### config.mk
export PLATFORM = sky130hd
export DESIGN_NAME = bbl_back
export DESIGN_NICKNAME = d
export VERILOG_FILES = /design/src/hw/rtl/bbl_pkg.sv /design/src/hw/rtl/bbl_back.sv
export SDC_FILE = /design/constraint.sdc
export NUM_CORES = 1
export LEC_CHECK = 0
export BUFFER_PORTS_ARGS = -buffer_cell sky130_fd_sc_hd__buf_4
export CAP_MARGIN = 20
export CORE_MARGIN = 2
export CORE_UTILIZATION = 45
export DETAILED_ROUTE_END_ITERATION = 10
export PLACE_DENSITY_LB_ADDON = 0.08
export SLEW_MARGIN = 30
export SYNTH_ARGS = -nofsm -noshare
export SYNTH_HDL_FRONTEND = slang
export SYNTH_SLANG_ARGS = --single-unit
### constraint.sdc
create_clock -name aclk -period 2 [get_ports aclk]
set_input_delay 0.5 -clock aclk [delete_from_list [all_inputs] [get_ports aclk]]
set_output_delay 0.5 -clock aclk [all_outputs]
set_load 0.02 [all_outputs]
### src/hw/rtl/bbl_pkg.sv
// Shared types, constants and kernel arithmetic for the 3x3 binomial blur stream.
package bbl_pkg;

    // Field widths fixed by the interface.
    localparam int PIX_W    = 8;
    localparam int IMG_W_W  = 13;
    localparam int IMG_H_W  = 16;
    localparam int APB_DW   = 32;
    localparam int APB_AW   = 3;
    localparam int SLOTS    = 4;

    // Defaults for the top-level parameters.
    localparam int MAX_WIDTH_DEF   = 4096;
    localparam int QUEUE_DEPTH_DEF = 8;

    // Register reset values.
    localparam logic [IMG_W_W-1:0] IMAGE_WIDTH_RST  = 13'd640;
    localparam logic [IMG_H_W-1:0] IMAGE_HEIGHT_RST = 16'd480;

    // Register indexes, taken from paddr bit 2.
    typedef enum logic [0:0] {
        CFG_IMAGE_WIDTH  = 1'b0,
        CFG_IMAGE_HEIGHT = 1'b1
    } bbl_cfg_idx_t;

    // Result slots within one job, in emission order.
    localparam int SLOT_FRAME_END = 3;

    // Position flags of one pixel within the image.
    typedef struct packed {
        logic row_nz;
        logic col_nz;
        logic col_last;
        logic row_last;
    } bbl_flags_t;

    // 3x3 window, entry r*3+c; row 0 is the oldest row, column 2 the newest.
    typedef logic [8:0][PIX_W-1:0] bbl_win_t;

    // Up to four results caused by one pixel, with a mask of the slots in use.
    typedef struct packed {
        logic [SLOTS-1:0]            valid;
        logic [SLOTS-1:0][PIX_W-1:0] pix;
    } bbl_job_t;

    // Weighted sum of one window row: 1, 2, 1 over columns ca, cb and 2.
    function automatic logic [9:0] row_taps(bbl_win_t win, logic [1:0] r,
                                            logic [1:0] ca, logic [1:0] cb);
        logic [3:0] base;
        base = 4'(r) * 4'd3;
        return 10'(win[base + 4'(ca)]) + {1'b0, win[base + 4'(cb)], 1'b0}
             + 10'(win[base + 4'd2]);
    endfunction

    // Rounded blur. A lower result replicates the bottom row, a right result
    // replicates the rightmost column.
    function automatic logic [PIX_W-1:0] blur3(bbl_win_t win, logic lower, logic right);
        logic [1:0]  ra;
        logic [1:0]  rb;
        logic [1:0]  ca;
        logic [1:0]  cb;
        logic [11:0] s;
        ra = lower ? 2'd1 : 2'd0;
        rb = lower ? 2'd2 : 2'd1;
        ca = right ? 2'd1 : 2'd0;
        cb = right ? 2'd2 : 2'd1;
        s  = 12'(row_taps(win, ra, ca, cb)) + {1'b0, row_taps(win, rb, ca, cb), 1'b0}
           + 12'(row_taps(win, 2'd2, ca, cb));
        return PIX_W'((s + 12'd8) >> 4);
    endfunction

endpackage

### src/hw/rtl/bbl_back.sv
// Result sequencer: turns each job into result transactions, one per cycle unless stalled.
module bbl_back (
    input  logic                      aclk,
    input  logic                      aresetn,
    input  logic                      q_valid,
    input  bbl_pkg::bbl_job_t         q_job,
    output logic                      q_rd,
    output logic                      m_tvalid,
    input  logic                      m_tready,
    output logic [bbl_pkg::PIX_W-1:0] m_pixel,
    output logic                      m_last_of_run,
    output logic                      m_frame_end
);

    localparam int SL = bbl_pkg::SLOTS;

    logic [SL-1:0]                       mask_reg, mask_next;
    logic [SL-1:0][bbl_pkg::PIX_W-1:0]   pix_reg;
    logic [SL-1:0]                       pick;
    logic [SL-1:0]                       mask_after;
    logic [bbl_pkg::PIX_W-1:0]           pick_pix;
    logic                                out_free;
    logic                                emit;
    logic                                load;

    logic                                tvalid_reg;
    logic [bbl_pkg::PIX_W-1:0]           pixel_reg;
    logic                                last_reg;
    logic                                fe_reg;

    // Lowest slot still pending goes out next.
    assign pick       = mask_reg & (~mask_reg + 1'b1);
    assign mask_after = mask_reg & ~pick;

    always_comb begin
        pick_pix = '0;
        for (int i = 0; i < SL; i++) begin
            if (pick[i]) begin
                pick_pix = pix_reg[i];
            end
        end
    end

    assign out_free = !tvalid_reg || m_tready;
    assign emit     = out_free && (mask_reg != '0);
    // The next job is taken when none is pending, or as the current one hands over its last result.
    assign load     = q_valid && ((mask_reg == '0) || (emit && (mask_after == '0)));
    assign q_rd     = load;

    always_comb begin
        mask_next = mask_reg;
        if (load) begin
            mask_next = q_job.valid;
        end else if (emit) begin
            mask_next = mask_after;
        end
    end

    always_ff @(posedge aclk) begin
        if (!aresetn) begin
            mask_reg   <= '0;
            tvalid_reg <= 1'b0;
        end else begin
            mask_reg <= mask_next;
            if (emit) begin
                tvalid_reg <= 1'b1;
            end else if (m_tready) begin
                tvalid_reg <= 1'b0;
            end
        end
    end

    // Job values and the output register.
    always_ff @(posedge aclk) begin
        if (load) begin
            pix_reg <= q_job.pix;
        end
        if (emit) begin
            pixel_reg <= pick_pix;
            last_reg  <= mask_after == '0;
            fe_reg    <= pick[bbl_pkg::SLOT_FRAME_END];
        end
    end

    assign m_tvalid      = tvalid_reg;
    assign m_pixel       = pixel_reg;
    assign m_last_of_run = last_reg;
    assign m_frame_end   = fe_reg;

endmodule

==> flow_metrics.tcl, run 1 <==
set metrics [dict create \
    clkTransAtPathRegs_ns 0.09 \
    synth-warning-count 0 \
    grt_pass1_wl_mm 5.73 \
    synth_fa_ha_area_frac 0 \
    chipHeight_um 66.6 \
    dp_slack_ns 0.0440 \
    place_area_um2 2270 \
    dr.pass1.iters 4 \
    met1_length_mm 1.32 \
    hpwl_mm 2.51 \
    worstPathRequired_ns 1.50 \
    syn_nets 153 \
    crit_fanout 6 \
    post_drt_via_cell_ratio 5.23 \
    highest_layer "met4" \
    yosys.area.top_type "edfxtp_1" \
    startpoint_type "flop" \
    max-vdd-ir-drop_mv 0.578 \
    rows 22 \
    crit_type "flop to output port" \
    nets 218 \
    areaGrowthSynthToFinish_pct 37.6 \
    clk_latency_ns 0.30 \
    finalHoldViolCount 0 \
    design_area_um2 2420 \
    synth_edf_count 42 \
    grt_use_total 0.183 \
    power_uw 2120 \
    power_leakage_uw 0.000897 \
    syn_inst 113 \
    largest_reg_flops 32 \
    n_antenna_cell 0 \
    wirelength_mm 3.55 \
    finalCriticalPeriod_ns 1.96 \
    max_freq_mhz 510 \
    die_w_um 66.6 \
    cts_tree "built" \
    portBuffers 51 \
    synth_top_family_by_area "compound AO/OA/AOI/OAI gates" \
    ys_types 23 \
    avgSynthCellArea_um2 15.6 \
    drive_gt1_frac 0.453 \
    cts_max_level 2 \
    grt_max_degree 33 \
    drc 0 \
    initial_core_util 0.474 \
    synthXorXnorAreaFrac 0 \
    synth_area_um2 1760 \
    finalCritPeriodShare 0.980 \
    wl_met2_mm 1.93 \
    final_max_slew_viol_count 0 \
    whs_ns 0.367 \
    grt_pass1_vias 1211 \
    fin_skew_ns 0.00414 \
    setup_tns_ns 0 \
    antenna_found_initial 0 \
    vias 1187 \
    maxCapViolCount 0 \
    ys_seq_elements 47 \
    ctsLongestPathBuffers 2 \
    cp-end-kind "output port" \
    finalSetupViolations 0 \
    synth_mux_area_frac 0 \
    power.density_nw_per_um2 876 \
    arrival_ns 1.46 \
    synth-main-ff-cell "edfxtp_1" \
    worst_slack_ns 0.0396 \
    cts-root-buf "clkbuf_8" \
    dr_wl_met3_um 214 \
    io_pins 52 \
    place.gp.congestion 0.861 \
    antenna_left 0 \
    wl_per_cell_um 15.7 \
    status "finished, final reports clean" \
    synth_compound_area_frac 0.114 \
    slew_headroom 0.410 \
    overflow 0 \
    dr.first_iter.drc_count 163 \
    async_reset_ff_frac 0 \
    clock-sinks 47 \
    synth_area_leaders "edfxtp_1, dfxtp_1, o211ai_1, a22oi_1, nand3_1" \
    coreArea_um2 3720 \
    synth-simple-area-share 0.0930 \
    die-area_um2 4430 \
    synth_top_area_frac 0.716 \
    hold_class "primary input to flop" \
    cts-buffers-inserted 5 \
    hold_buffers 0 \
    yosysSeqAreaShare 0.773 \
    worst_slew_pin_slew_ns 0.882 \
]
-- timing repair --
item                                    4_1_cts  5_1_grt
resized for setup                             7        6
pin swaps                                     2        2
buffers inserted                              2        0
endpoints found under the setup margin        1        1
-- cell families (layout without fill, tap and decap cells) --
group                  after synthesis  count (layout)
AND/OR/NAND/NOR                     31              31
flip-flops                          47              47
buffers and inverters                8              74
AO/OA/AOI/OAI                       27              27
-- area by class of cell --
| type | instances | area [um^2] |
|---|---|---|
| clock buffers | 6 | 72.6 |
| clock inverters | 2 | 16.3 |
| fillers | 296 | 1290 |
| inverters | 2 | 11.3 |
| multi-input cells | 58 | 407 |
| flip-flops and latches | 47 | 1370 |
| well taps | 48 | 60.1 |
| repair buffers | 64 | 484 |
-- per-stage QoR --
| step | utilization | instances |
|---|---|---|
| finish | 0.653 | 227 |
| global route | 0.653 | 227 |
| CTS | 0.643 | 227 |
| detailed placement | 0.610 | 217 |
| global placement | 0.610 | 217 |
| floorplan | - | 113 |
-- final timing paths --
| check | start | end | slack, ns | depth (start not counted) |
|---|---|---|---|---|
| max | mask_reg[2] | q_rd | 0.04 | 4 |
| min | q_job[9] | pix_reg[9] | 0.37 | 1 |
| max reg2reg | mask_reg[2] | pix_reg[0] | 0.24 | 4 |
| min reg2reg | pix_reg[3] | m_pixel[3] | 0.56 | 2 |
-- layout by cell type, fill, tap and decap left out, types with 2 or more instances in the layout --
master	count
nand2_1	11
clkbuf_8	5
buf_4	63
a211oi_4	2
nand3_1	11
clkinvlp_4	2
o31ai_1	2
nor2_1	3
a22oi_1	8
edfxtp_1	42
nor2b_1	2
o211ai_1	9
dfxtp_4	3
-- where the power goes --
part	switching (uW)	internal, uW
logic	170	158
registers	44.2	1180
clock network	320	251
-- routing by layer --
layer / track usage / vias up
li1: - / 570
met2: 0.319 / 56
met3: 0.0473 / 13
met5: 0 / -
met4: 0.0944 / 0
met1: 0.205 / 548
-- worst max-delay path: stages, from the launching register on --
cell and delay [ns]:
dfxtp_4 0.39, nor4_4 0.36, o221ai_4 0.18, clkinvlp_4 0.12
buf_6 0.11
-- Yosys cell counts (2+ instances only) --
library cell   n
nand2_1       11
inv_1          2
o211ai_1       9
a211oi_1       2
buf_2          5
nor2b_1        2
dfxtp_1        5
a22oi_1        8
nor2_1         3
o31ai_1        2
edfxtp_1      42
nand3_1       11
No activity file was read; power rests on OpenSTA's default activity.
==> run 2: changes to the inputs <==
- CORE_UTILIZATION: 45 -> 35
- GPL_TIMING_DRIVEN: not set -> 0
==> flow_metrics.tcl, run 2 (synthesized netlist as in run 1, its figures left out) <==
set metrics [dict create \
    wl_met2_mm 1.90 \
    cts_tree "built" \
    clock_power_share 0.257 \
    wirelength_mm 3.61 \
    overflow 0 \
    n_antenna_cell 0 \
    dpl.cell_count 230 \
    slowest_delay_ns 0.38 \
    antenna_found_initial 0 \
    dr.pass1.iters 4 \
    cts-root-buf "clkbuf_8" \
    finalCriticalPeriod_ns 1.98 \
    layout_common_cells "buf_4, edfxtp_1, nand2_1, nand3_1, o211ai_1" \
    fillers 425 \
    place.gp.congestion 0.738 \
    clk_latency_ns 0.29 \
    worstPathRequired_ns 1.50 \
    die_w_um 74.9 \
    highest_layer "met4" \
    final_max_slew_viol_count 0 \
    fin_cells 244 \
    largest_reg_flops 32 \
    finalCritPeriodShare 0.988 \
    dr.first_iter.drc_count 66 \
    initial_core_util 0.368 \
    worst_slew_pin_slew_ns 0.882 \
    drive_gt1_frac 0.441 \
    startpoint_type "flop" \
    coreArea_um2 4790 \
    rsz0062_at_grt "true" \
    nets 216 \
    post_drt_via_cell_ratio 4.82 \
    vias 1176 \
    cpLargestDelayFamily "flip-flops" \
    areaGrowthSynthToFinish_pct 37.2 \
    hpwl_mm 2.37 \
    status "finished, final reports clean" \
    worstPathCellList "nor4_4, o221ai_4, clkinvlp_4, buf_6" \
    grt_pass1_vias 1175 \
    crit_fanout 4 \
    crit_slowest_cell "dfxtp_4" \
    grt_pass1_wl_mm 5.59 \
    crit_type "flop to output port" \
    whs_ns 0.379 \
    fin_skew_ns 0.00238 \
    power.density_nw_per_um2 858 \
    finalSetupViolations 0 \
    max-vdd-ir-drop_mv 0.454 \
    antenna_left 0 \
    swShare 0.242 \
    slew_headroom 0.410 \
    wl_per_cell_um 14.8 \
    p_int_uw 1570 \
    power_switching_uw 502 \
    cts-buffers-inserted 5 \
    comb_power_share 0.155 \
    layout_commonest_cell "buf_4" \
    portBuffers 50 \
    die-area_um2 5620 \
    drc 0 \
    grt_use_total 0.142 \
    clock-sinks 47 \
    crit_buf_inv 2 \
    rows 25 \
    chipHeight_um 74.9 \
    hold_class "primary input to flop" \
    dr_wl_met3_um 269 \
    maxCapViolCount 0 \
    power_leakage_uw 0.000884 \
    grt_max_degree 17 \
    seq_power_share 0.587 \
    io_pins 52 \
    ctsLongestPathBuffers 2 \
    finalHoldViolCount 0 \
    cts_max_level 2 \
    arrival_ns 1.48 \
    clkTransAtPathRegs_ns 0.08 \
    worst_slack_ns 0.0235 \
    power_uw 2070 \
    max_freq_mhz 506 \
    met1_length_mm 1.39 \
    cp-end-kind "output port" \
    dp_slack_ns -0.657 \
]
run 2: cell types whose count changed in the layout (fill, tap and decap cells not counted), sizes merged:
cell | before | now
buf | 64 | 60
clkbuf | 6 | 8
clkinv | 0 | 1
inv | 2 | 1
run 2: routing by layer:
metal  vias up  track usage
li1        564            -
met1       559        0.169
met5         -            0
met4         0       0.0615
met3         7       0.0415
met2        46        0.239
run 2: layout make-up:
type	count	area [um^2]	area share
multi-input combinational	58	414	0.171
sequential	47	1380	0.569
timing repair buffer	55	417	0.172
buffer	6	28.8	0.0119
clock inverter	1	5.00	0.00207
clock buffer	7	76.3	0.0316
tap	67	83.8	0.0347
inverter	2	11.3	0.00466
timing repair inverter	1	5.00	0.00207
run 2: final timing paths:
kind               start  slack [ns]          end  cells past startpoint
max          mask_reg[3]        0.02         q_rd                      4
min reg2reg   pix_reg[6]        0.56   m_pixel[6]                      2
max reg2reg     m_tvalid        0.13   pix_reg[1]                      3
min            q_job[10]        0.38  pix_reg[10]                      1
run 2: timing repair:
action	CTS	global route
pin swaps	2	2
setup buffers	4	1
gates resized for setup	9	6
endpoints found under the setup margin	33	17
cloned	1	0
hold buffers	0	0
run 2: per-stage QoR:
stage	instance area, um^2	setup TNS [ns]	util
finish	2420	0	0.505
global route	2420	-0.572	0.505
CTS	2380	-0.00775	0.497
detailed placement	2230	-8.12	0.466
global placement	2230	-6.66	0.466
floorplan	1770	0	-
run 2: power groups by stage:
stage	registers, uW	logic, uW	clock network [uW]
after global placement	1230	288	0
final	1220	322	534
after detailed placement	1240	295	0
after CTS	1220	320	558
after global routing	1230	349	595
after floorplan	1270	110	0
