File: config.mk
export PLATFORM = sky130hd
export DESIGN_NAME = bbl_queue
export DESIGN_NICKNAME = d
export VERILOG_FILES = /design/src/hw/rtl/bbl_pkg.sv /design/src/hw/rtl/bbl_queue.sv
export SDC_FILE = /design/constraint.sdc
export NUM_CORES = 1
export LEC_CHECK = 0
export BUFFER_PORTS_ARGS = -buffer_cell sky130_fd_sc_hd__clkbuf_2
export CAP_MARGIN = 20
export CORE_UTILIZATION = 55
export CTS_CLUSTER_SIZE = 10
export DETAILED_ROUTE_END_ITERATION = 12
export MAX_ROUTING_LAYER = met4
export PLACE_DENSITY_LB_ADDON = 0.2
export SLEW_MARGIN = 20
export SYNTH_ARGS = -nofsm -noshare
export SYNTH_HDL_FRONTEND = slang
export SYNTH_SLANG_ARGS = --single-unit
export TNS_END_PERCENT = 30
File: constraint.sdc
create_clock -name aclk -period 8.8 [get_ports aclk]
set_input_delay 1.32 -clock aclk [delete_from_list [all_inputs] [get_ports aclk]]
set_output_delay 1.32 -clock aclk [all_outputs]
set_load 0.005 [all_outputs]
File: src/hw/rtl/bbl_pkg.sv
// Shared types, constants and kernel arithmetic for the 3x3 binomial blur stream.
package bbl_pkg;

    // Field widths fixed by the interface.
    localparam int PIX_W    = 8;
    localparam int IMG_W_W  = 13;
    localparam int IMG_H_W  = 16;
    localparam int APB_DW   = 32;
    localparam int APB_AW   = 3;
    localparam int SLOTS    = 4;

    // Defaults for the top-level parameters.
    localparam int MAX_WIDTH_DEF   = 4096;
    localparam int QUEUE_DEPTH_DEF = 8;

    // Register reset values.
    localparam logic [IMG_W_W-1:0] IMAGE_WIDTH_RST  = 13'd640;
    localparam logic [IMG_H_W-1:0] IMAGE_HEIGHT_RST = 16'd480;

    // Register indexes, taken from paddr bit 2.
    typedef enum logic [0:0] {
        CFG_IMAGE_WIDTH  = 1'b0,
        CFG_IMAGE_HEIGHT = 1'b1
    } bbl_cfg_idx_t;

    // Result slots within one job, in emission order.
    localparam int SLOT_FRAME_END = 3;

    // Position flags of one pixel within the image.
    typedef struct packed {
        logic row_nz;
        logic col_nz;
        logic col_last;
        logic row_last;
    } bbl_flags_t;

    // 3x3 window, entry r*3+c; row 0 is the oldest row, column 2 the newest.
    typedef logic [8:0][PIX_W-1:0] bbl_win_t;

    // Up to four results caused by one pixel, with a mask of the slots in use.
    typedef struct packed {
        logic [SLOTS-1:0]            valid;
        logic [SLOTS-1:0][PIX_W-1:0] pix;
    } bbl_job_t;

    // Weighted sum of one window row: 1, 2, 1 over columns ca, cb and 2.
    function automatic logic [9:0] row_taps(bbl_win_t win, logic [1:0] r,
                                            logic [1:0] ca, logic [1:0] cb);
        logic [3:0] base;
        base = 4'(r) * 4'd3;
        return 10'(win[base + 4'(ca)]) + {1'b0, win[base + 4'(cb)], 1'b0}
             + 10'(win[base + 4'd2]);
    endfunction

    // Rounded blur. A lower result replicates the bottom row, a right result
    // replicates the rightmost column.
    function automatic logic [PIX_W-1:0] blur3(bbl_win_t win, logic lower, logic right);
        logic [1:0]  ra;
        logic [1:0]  rb;
        logic [1:0]  ca;
        logic [1:0]  cb;
        logic [11:0] s;
        ra = lower ? 2'd1 : 2'd0;
        rb = lower ? 2'd2 : 2'd1;
        ca = right ? 2'd1 : 2'd0;
        cb = right ? 2'd2 : 2'd1;
        s  = 12'(row_taps(win, ra, ca, cb)) + {1'b0, row_taps(win, rb, ca, cb), 1'b0}
           + 12'(row_taps(win, 2'd2, ca, cb));
        return PIX_W'((s + 12'd8) >> 4);
    endfunction

endpackage

File: src/hw/rtl/bbl_queue.sv
// Job queue between the front end and the result sequencer.
module bbl_queue #(
    parameter int QUEUE_DEPTH = bbl_pkg::QUEUE_DEPTH_DEF,
    localparam int PW  = (QUEUE_DEPTH > 1) ? $clog2(QUEUE_DEPTH) : 1,
    localparam int CNW = $clog2(QUEUE_DEPTH + 1)
) (
    input  logic              aclk,
    input  logic              aresetn,
    input  logic              wr,
    input  bbl_pkg::bbl_job_t wr_job,
    input  logic              rd,
    output logic              rd_valid,
    output bbl_pkg::bbl_job_t rd_job,
    output logic [CNW-1:0]    count
);

    bbl_pkg::bbl_job_t slot_reg [QUEUE_DEPTH];
    logic [PW-1:0]     wr_ptr_reg, wr_ptr_next;
    logic [PW-1:0]     rd_ptr_reg, rd_ptr_next;
    logic [CNW-1:0]    count_reg, count_next;

    assign rd_valid = count_reg != '0;
    assign rd_job   = slot_reg[rd_ptr_reg];
    assign count    = count_reg;

    // Pointers wrap at the queue depth.
    always_comb begin
        wr_ptr_next = wr_ptr_reg;
        rd_ptr_next = rd_ptr_reg;
        count_next  = count_reg;
        if (wr) begin
            wr_ptr_next = (wr_ptr_reg == PW'(QUEUE_DEPTH - 1)) ? '0 : wr_ptr_reg + 1'b1;
        end
        if (rd) begin
            rd_ptr_next = (rd_ptr_reg == PW'(QUEUE_DEPTH - 1)) ? '0 : rd_ptr_reg + 1'b1;
        end
        if (wr && !rd) begin
            count_next = count_reg + 1'b1;
        end else if (rd && !wr) begin
            count_next = count_reg - 1'b1;
        end
    end

    always_ff @(posedge aclk) begin
        if (!aresetn) begin
            wr_ptr_reg <= '0;
            rd_ptr_reg <= '0;
            count_reg  <= '0;
        end else begin
            wr_ptr_reg <= wr_ptr_next;
            rd_ptr_reg <= rd_ptr_next;
            count_reg  <= count_next;
        end
    end

    always_ff @(posedge aclk) begin
        if (wr) begin
            slot_reg[wr_ptr_reg] <= wr_job;
        end
    end

endmodule

==> qor.yml, run 1 <==
worstMarginPinSlew_ns: 0.9447
diodes: 0
synth_flop_cell: "edfxtp_1"
fin_setup_tns_ns: 0
syn_area_per_cell_um2: 24.00
cts_setup_buffers: 0
worstSetupStartpointType: "flop"
via_per_inst: 5.885
slew_headroom: 0.3702
slowest_stage: "buf_4"
drive_gt1_frac: 0.2897
clk_pin_slew_ns: 0.05
die_y_um: 148.1
fmax_ghz: 0.2330
antenna_left: 0
grt_overflow: 0
hold_buffers: 0
max_cap_violations: 0
p_per_area_mw_per_mm2: 229.7
synthesis.area_mm2: 0.01174
route.top_layer_used: "met4"
status: "complete, no violations"
min_path_type: "flop to flop"
wl_met2_mm: 10.80
grt_pass1_wl_mm: 32.16
post_cts_resized: 0
synth_cell_types: 26
post-synth-top-area-cell: "edfxtp_1"
coreArea_mm2: 0.02096
grt_max_degree: 73
async_flop_share: 0
rsz0062_at_grt: "false"
hpwl_mm: 11.30
fin_nets: 643
crit_fanout: 54
grt_pass1_vias: 5576
cts_buffer_depth: 3
setup_violations: 0
timing.rr.start: "wr_ptr_reg[2]"
syn_nets: 537
io_pins: 81
wl_per_cell_um: 24.04
port-buffer-count: 80
worstPathArrival_ns: 2.97
fp.dieW_um: 148.1
yosysMostFrequentCell: "edfxtp_1"
die_area_mm2: 0.02193
synth_top_area_share: 0.7368
netlist_instances: 489
leakagePower_nw: 4.549
cp_num_buf_inv: 2
track_usage: 0.2086
worstPathCellList: "buf_4 > mux4_1 > mux2_2 > clkbuf_2"
met1Wirelength_mm: 9.022
reg2reg_depth: 3
finalClockSkew_ns: 0.01501
drt-initial-drc-count: 348
reg2reg_to: "slot_reg[6][35]"
cts-root-buf: "clkbuf_16"
clk_latency_ns: 0.51
endpoint_kind: "output pin"
synthTopCellsByCount: "edfxtp_1, mux4_1, mux2_2, dfxtp_1, buf_1"
cts_num_sinks: 301
start_util: 0.5601
required_ns: 7.48
period_minus_slack_ns: 4.291
crit_family: "multiplexers"
synth_edf_count: 288
cp_slowest_stage_delay_ns: 0.77
cts_tree: "built"
antenna_found_initial: 0
ys_ff_latch: 301
fp-row-count: 53
setup_slack_ns: 4.509
area_growth_pct: 14.85
gp_congestion: 0.7216
numCtsBuffers: 36
vias: 5214
critPathKind: "flop to output pin"
largest_reg_flops: 288
drt-pass1-iter-count: 4
hold_violations: 0
synth-seq-area-share: 0.7590
place_ws_ns: 5.043
ff2ff_setup_slack_ns: 6.79
critPathCapture: "rd_job[1]"
num-fill-cells: 1418
wl_met3_mm: 1.047
synthTopCellsByArea: "edfxtp_1, mux4_1, mux2_2, dfxtp_1, buf_6"
h-tree-depth: 2
ys_warn_count: 0
drc_errors: 0
final.period_utilization: 0.4876
crit_cells: 4
drt-total-wl_mm: 21.30
peakVddDrop_v: 0.0001386
slew_violations: 0
hold_path_depth: 2
worst min-delay path: stages, from the launching register on:
cell     delay (ns)
dfxtp_1        0.33
nand2_1        0.06
mux2i_1        0.07
layout make-up:
| class | count | area (um^2) | area share |
|---|---|---|---|
| Timing Repair Buffer | 90 | 475.5 | 0.03527 |
| Clock inverter | 3 | 26.28 | 0.001949 |
| Tap cell | 275 | 344.1 | 0.02552 |
| Multi-Input combinational cell | 163 | 2728 | 0.2023 |
| Inverter | 3 | 11.26 | 0.0008353 |
| Sequential cell | 301 | 8917 | 0.6615 |
| Clock buffer | 51 | 978.4 | 0.07258 |
worst min path at each step:
stage	start	endpoint	slack (ns)
after floorplan	count[3]	count[3]	0.47
after global placement	count[3]	count[3]	0.47
after detailed placement	count[3]	count[3]	0.51
after CTS	count[3]	count[3]	0.52
after global routing	count[3]	count[3]	0.53
final	count[3]	count[3]	0.51
per-stage QoR:
stage / std cells / utilization / hold WS, ns / total power [W] / instance area, um^2
2_1_floorplan: 489 / - / 0.4694 / 0.001765 / 11740
3_3_place_gp: 832 / 0.5954 / 0.4675 / 0.001834 / 12480
3_5_place_dp: 832 / 0.5954 / 0.5052 / 0.001844 / 12480
4_1_cts: 886 / 0.6433 / 0.5218 / 0.003130 / 13480
5_1_grt: 886 / 0.6433 / 0.5337 / 0.003203 / 13480
6_report: 886 / 0.6433 / 0.5115 / 0.003097 / 13480
cells in the final DEF (no fill, tap or decap), drive strengths merged:
master    n
nand3     1
nor2      8
a211oi    1
xnor2     2
inv       5
mux4     72
dfxtp    13
or4       1
clkinv    1
clkbuf  131
ha        7
and2      4
nand2     7
mux2     36
nor2b     5
o21ai     2
nand2b    4
mux2i     4
buf      10
edfxtp  288
a21oi     3
a31oi     1
o22ai     1
fa        1
nor3      3
where the power goes:
| part | leakage (nW) | internal [W] | switching [W] |
|---|---|---|---|
| registers | 2.72 | 0.00160 | 0.0000224 |
| clock network | 0.486 | 0.000767 | 0.000518 |
| logic | 1.34 | 0.0000964 | 0.0000884 |
| total | 4.55 | 0.00247 | 0.000629 |
layer usage:
| layer | track usage | vias to the layer above |
|---|---|---|
| met4 | 0.06392 | 0 |
| met2 | 0.3392 | 141 |
| li1 | - | 2332 |
| met5 | - | - |
| met1 | 0.2680 | 2703 |
| met3 | 0.04264 | 38 |
kinds of logic (layout without fill, tap and decap cells):
group | count (synthesis) | in the layout | synth area share
fa+ha+maj | 8 | 8 | 0.009167
mux | 112 | 112 | 0.1991
buf+inv | 25 | 147 | 0.01332
flops | 301 | 301 | 0.7590
compound gates | 8 | 8 | 0.003838
simple gates | 33 | 33 | 0.01407
xor+xnor | 2 | 2 | 0.001493
Note: power is estimated with default switching activity, not from simulation.
==> run 2, diff against run 1 <==
--- a/config.mk
+++ b/config.mk
@@ -7,7 +7,7 @@
 export LEC_CHECK = 0
 export BUFFER_PORTS_ARGS = -buffer_cell sky130_fd_sc_hd__clkbuf_2
 export CAP_MARGIN = 20
-export CORE_UTILIZATION = 55
+export CORE_UTILIZATION = 54
 export CTS_CLUSTER_SIZE = 10
 export DETAILED_ROUTE_END_ITERATION = 12
 export MAX_ROUTING_LAYER = met4
==> constraint.sdc (replaced) <==
create_clock -name aclk -period 3.5 [get_ports aclk]
set_input_delay 0.525 -clock aclk [delete_from_list [all_inputs] [get_ports aclk]]
set_output_delay 0.525 -clock aclk [all_outputs]
set_load 0.005 [all_outputs]
==> run 2 against run 1 <==
Clock power rose by 150%. Worst setup slack worse by 4.1 ns. Final cell count is 0.11% higher. Die area grew 1.8%. Power grew to 2.5 times the previous value. Final area grew 0.93%. Sequential share of layout area decreased by 0.63 points. Critical path depth did not move. Count of clock-buffer cells in the layout fell by 9. Global-route usage decreased by 0.68 points. Clock skew fell by 0.0084 ns. Routed wire length down 2.8%. Largest cell class unchanged.
==> qor.yml, run 2 (same netlist as run 1, synthesis figures left out) <==
leakagePower_nw: 4.606  # +1.2%
status: "complete, no violations"
fp-row-count: 53  # unchanged
placedCellCount: 841  # +1.1%
intPower_w: 0.006213  # +150%
worstSetupStartpointType: "flop"
final.period_utilization: 0.8741
vias: 5190  # -0.46%
p_seq_frac: 0.527  # +0.002
worstPathArrival_ns: 2.53  # -0.44 ns
cts_buffer_depth: 3  # unchanged
gp_congestion: 0.6916  # -4.2%
track_usage: 0.2019  # -0.006765
wl_per_cell_um: 23.35  # -2.9%
grt_overflow: 0  # unchanged
crit_family: "multiplexers"
required_ns: 2.97  # -4.51 ns
place_ws_ns: 0.9310  # -4.112 ns
io_pins: 81  # unchanged
grt_pass1_vias: 5430  # -2.6%
power_w: 0.007751  # +150%
drt-total-wl_mm: 20.71  # -2.8%
hold_buffers: 0  # unchanged
hpwl_mm: 11.73  # +3.9%
hold_violations: 0  # unchanged
antenna_left: 0  # unchanged
area_growth_pct: 15.91
worstPathCellList: "buf_4 > mux4_1 > mux2_2 > clkbuf_2"
antenna_found_initial: 1  # +1
swShare: 0.1985  # -0.004696
drc_errors: 0  # unchanged
mostFrequentLayoutCell: "edfxtp_1"
setup_violations: 0  # unchanged
h-tree-depth: 2  # unchanged
fp.dieW_um: 149.4  # +0.91%
combPwrFrac: 0.062  # +0.002
cts_setup_buffers: 0  # unchanged
crit_fanout: 29  # -46%
numCtsBuffers: 36  # unchanged
clk_latency_ns: 0.50  # about the same
clockPowerShare: 0.411  # -0.004
slew_violations: 0  # unchanged
cts-root-buf: "clkbuf_16"
post_cts_resized: 0  # unchanged
finalClockSkew_ns: 0.006608  # -0.008405 ns
worstMarginPinSlew_ns: 0.8236  # -0.1211 ns
slowest_stage: "dfxtp_4"
fmax_ghz: 0.3269
min_path_type: "input pin to flop"
final_cells: 887  # +0.11%
ff2ff_setup_slack_ns: 1.64  # -5.15 ns
drive_gt1_frac: 0.3044  # +0.01473
rsz0062_at_grt: "false"
p_per_area_mw_per_mm2: 569.7  # +150%
grt_pass1_wl_mm: 31.46  # -2.2%
drt-pass1-iter-count: 4  # unchanged
cts_num_sinks: 301  # unchanged
reg2reg_depth: 3  # unchanged
drt-initial-drc-count: 255  # -27%
die_y_um: 149.4  # +0.91%
layout_common_cells: "edfxtp_1, clkbuf_2, mux4_1"
setup_slack_ns: 0.4406  # -4.068 ns
period_minus_slack_ns: 3.059
via_per_inst: 5.851  # -0.57%
crit_cells: 4  # unchanged
grt_max_degree: 33  # -55%
max_cap_violations: 0  # unchanged
port-buffer-count: 80  # unchanged
clk_pin_slew_ns: 0.05  # about the same
start_util: 0.5549  # -0.005268
slew_headroom: 0.4509  # +0.08071
largest_reg_flops: 288  # unchanged
coreArea_mm2: 0.02115  # +0.95%
cp_slowest_stage_delay_ns: 0.67  # -0.10 ns
switchingPower_w: 0.001538  # +140%
peakVddDrop_v: 0.0004425  # +220%
die_area_mm2: 0.02233  # +1.8%
critPathKind: "flop to output pin"
cp_num_buf_inv: 2  # unchanged
hold_path_depth: 1  # -1
cts_tree: "built"
endpoint_kind: "output pin"
fin_nets: 652  # +1.4%
==> run 2: cell types whose count changed in the layout (fill, tap and decap cells not counted), sizes merged <==
| cell | change |
|---|---|
| buf | +9 |
| clkinv | +1 |
| clkbuf | -9 |
| clkinvlp | +1 |
| diode | +1 |
| inv | -2 |
==> run 2: final cells by class <==
type,count,area [um^2]
well taps,275,344.1
flip-flops and latches,301,8915
inverters,3,11.26
diodes,1,2.502
clock buffers,42,965.9
fillers,1373,7548
multi-input cells,163,2734
clock inverters,3,27.53
repair buffers,99,605.6
==> run 2: worst paths after layout <==
kind / start / endpoint
min: wr_job[34] / slot_reg[7][34]
max reg2reg: wr_ptr_reg[0] / slot_reg[6][4]
min reg2reg: count[3] / count[3]
max: flop / rd_job[11]
==> run 2: routing by layer <==
layer / track usage / share of wire / vias up
met3: 0.04909 / 0.054 / 33
li1: - / - / 2340
met4: 0.05867 / 0.019 / 0
met1: 0.2557 / 0.42 / 2687
met2: 0.3264 / 0.51 / 130
met5: - / 0 / -
==> run 2: through the flow <==
stage	utilization	setup TNS, ns	hold WS [ns]	cell area (um^2)
floorplan	-	-2.275	0.4694	11740
global placement	0.5961	0	0.4710	12610
detailed placement	0.5961	0	0.4895	12610
CTS	0.6430	0	0.2842	13600
global route	0.6432	0	0.2948	13610
finish	0.6432	0	0.2994	13610
==> run 2: power by group through the flow <==
stage	logic, W	clock network [W]	registers [W]
final	0.000477	0.00319	0.00409
after CTS	0.000486	0.00325	0.00409
after global routing	0.000522	0.00340	0.00409
after floorplan	0.000305	0	0.00413
after detailed placement	0.000484	0	0.00416
after global placement	0.000470	0	0.00415
==> run 3, diff against run 2 <==
--- a/config.mk
+++ b/config.mk
@@ -7,6 +7,7 @@
 export LEC_CHECK = 0
 export BUFFER_PORTS_ARGS = -buffer_cell sky130_fd_sc_hd__clkbuf_2
 export CAP_MARGIN = 20
+export CORE_ASPECT_RATIO = 1.1
 export CORE_UTILIZATION = 54
 export CTS_CLUSTER_SIZE = 10
 export DETAILED_ROUTE_END_ITERATION = 12
==> run 3 against run 2 <==
Utilization shrank 0.10 points. Highest routed layer unchanged. Sequential share of layout area shrank 0.35 points. Critical endpoint is now rd_job[34]. Die area is essentially flat.
==> qor.yml, run 3 (same netlist as run 1, synthesis figures left out) <==
status: "complete, no violations"
timing.rr.start: "wr_ptr_reg[2]"
mostFrequentLayoutCell: "edfxtp_1"
worstMarginPinSlew_ns: 0.7344  # -0.08923 ns
post_cts_resized: 0  # unchanged
critPathKind: "flop to output pin"
vias: 5196  # +0.12%
crit_fanout: 27  # -6.9%
setup_violations: 0  # unchanged
hpwl_mm: 11.84  # +0.91%
cts_buffer_depth: 3  # unchanged
clk_pin_slew_ns: 0.05  # about the same
power_w: 0.007819  # +0.87%
grt_pass1_wl_mm: 32.43  # +3.1%
slew_headroom: 0.5092  # +0.05832
reg2reg_depth: 3  # unchanged
clk_latency_ns: 0.50  # about the same
combPwrFrac: 0.062  # about the same
grt_pass1_vias: 5720  # +5.3%
max_cap_violations: 0  # unchanged
p_seq_frac: 0.522  # -0.005
slowest_stage: "dfxtp_4"
worstPathArrival_ns: 2.54  # about the same
die_area_mm2: 0.02233  # about the same
swShare: 0.2018  # +0.003338
final_cell_area_mm2: 0.01368  # +0.53%
fp-row-count: 56  # +5.7%
wl_met3_mm: 1.085  # -3.2%
largest_reg_flops: 288  # unchanged
cts_num_sinks: 301  # unchanged
final.period_utilization: 0.8745  # about the same
min_path_type: "input pin to flop"
h-tree-depth: 2  # unchanged
intPower_w: 0.006241  # +0.45%
cts-root-buf: "clkbuf_16"
coreArea_mm2: 0.02130  # +0.69%
fp.dieW_um: 142.6  # -4.6%
cts_tree: "built"
worstSetupStartpointType: "flop"
hold_buffers: 0  # unchanged
cts_setup_buffers: 0  # unchanged
fin_nets: 648  # -0.61%
wl_per_cell_um: 23.17  # -0.77%
post_dp_cell_area_mm2: 0.01265  # +0.31%
period_minus_slack_ns: 3.061  # +0.001392 ns
route.top_layer_used: "met4"
drt-total-wl_mm: 21.16  # +2.1%
endpoint_kind: "output pin"
hold_path_depth: 1  # unchanged
drt-initial-drc-count: 361  # +42%
start_util: 0.5510  # -0.003813
grt_overflow: 0  # unchanged
peakVddDrop_v: 0.0003745  # -15%
fin_setup_tns_ns: 0  # unchanged
via_per_inst: 5.691  # -2.7%
leakagePower_nw: 4.606  # about the same
wl_met2_mm: 10.81  # +3.2%
drc_errors: 0  # unchanged
p_per_area_mw_per_mm2: 571.6  # +0.33%
critPathCapture: "rd_job[34]"
drt-pass1-iter-count: 6  # +2
worstPathCellList: "buf_4 > mux4_1 > mux2_2 > clkbuf_2"
die_y_um: 156.6  # +4.8%
drive_gt1_frac: 0.2926  # -0.01181
switchingPower_w: 0.001578  # +2.6%
area_growth_pct: 16.53
placedCellCount: 852  # +1.3%
numCtsBuffers: 36  # unchanged
layout_common_cells: "edfxtp_1, clkbuf_2, mux4_1"
io_pins: 81  # unchanged
gp_congestion: 0.6987  # +1.0%
grt_max_degree: 39  # +18%
final_cells: 913  # +2.9%
slew_violations: 0  # unchanged
clockPowerShare: 0.416  # +0.005
antenna_found_initial: 1  # unchanged
rsz0062_at_grt: "false"
met1Wirelength_mm: 8.962  # +2.9%
required_ns: 2.97  # about the same
reg2reg_to: "slot_reg[7][1]"
fmax_ghz: 0.3267  # about the same
track_usage: 0.2082  # +0.006323
finalClockSkew_ns: 0.01302  # +0.006412 ns
ff2ff_setup_slack_ns: 1.56  # -0.08 ns
port-buffer-count: 80  # unchanged
antenna_left: 0  # unchanged
cp_slowest_stage_delay_ns: 0.65  # -0.02 ns
hold_violations: 0  # unchanged
run 3: through the flow:
stage | utilization | worst slack [ns] | hold WS, ns
floorplan | - | -0.06320 | 0.4694
detailed placement | 0.5938 | 0.9417 | 0.4978
CTS | 0.6420 | 0.4014 | 0.2794
global placement | 0.5938 | 0.9984 | 0.4615
finish | 0.6422 | 0.4392 | 0.2976
global route | 0.6422 | 0.3536 | 0.2996
run 3: worst min-delay path by stage:
stage / start / endpoint / slack [ns]
floorplan: count[3] / count[3] / 0.47
global placement: count[3] / count[3] / 0.46
detailed placement: count[3] / count[3] / 0.50
CTS: wr_job[3] / slot_reg[7][3] / 0.28
global route: wr_job[10] / slot_reg[3][10] / 0.30
finish: wr_job[26] / slot_reg[2][26] / 0.30
run 3: worst max-delay path: cells and delay by family (launching register included):
kind,cells,cell delay [ns]
multiplexers,2,0.90
flip-flops,1,0.65
buffers and inverters,2,0.48
run 3: cell type report:
cell class	count	area (um^2)
antenna	1	2.502
clock buffer	57	1001
clock inverter	3	26.28
fill	1440	7622
inverter	3	11.26
multi-input combinational	163	2734
sequential	301	8915
tap	290	362.8
timing repair buffer	95	625.6
run 3: routing by layer:
metal,up-vias,GRT usage
met2,134,0.3455
met3,25,0.04009
met1,2681,0.2643
met5,-,-
li1,2356,-
met4,0,0.05837
run 3: power by group through the flow:
stage / Sequential [W] / Combinational [W] / Clock (W)
floorplan: 0.00413 / 0.000305 / 0
global placement: 0.00415 / 0.000476 / 0
detailed placement: 0.00415 / 0.000494 / 0
CTS: 0.00408 / 0.000497 / 0.00331
global route: 0.00409 / 0.000535 / 0.00345
finish: 0.00408 / 0.000486 / 0.00325
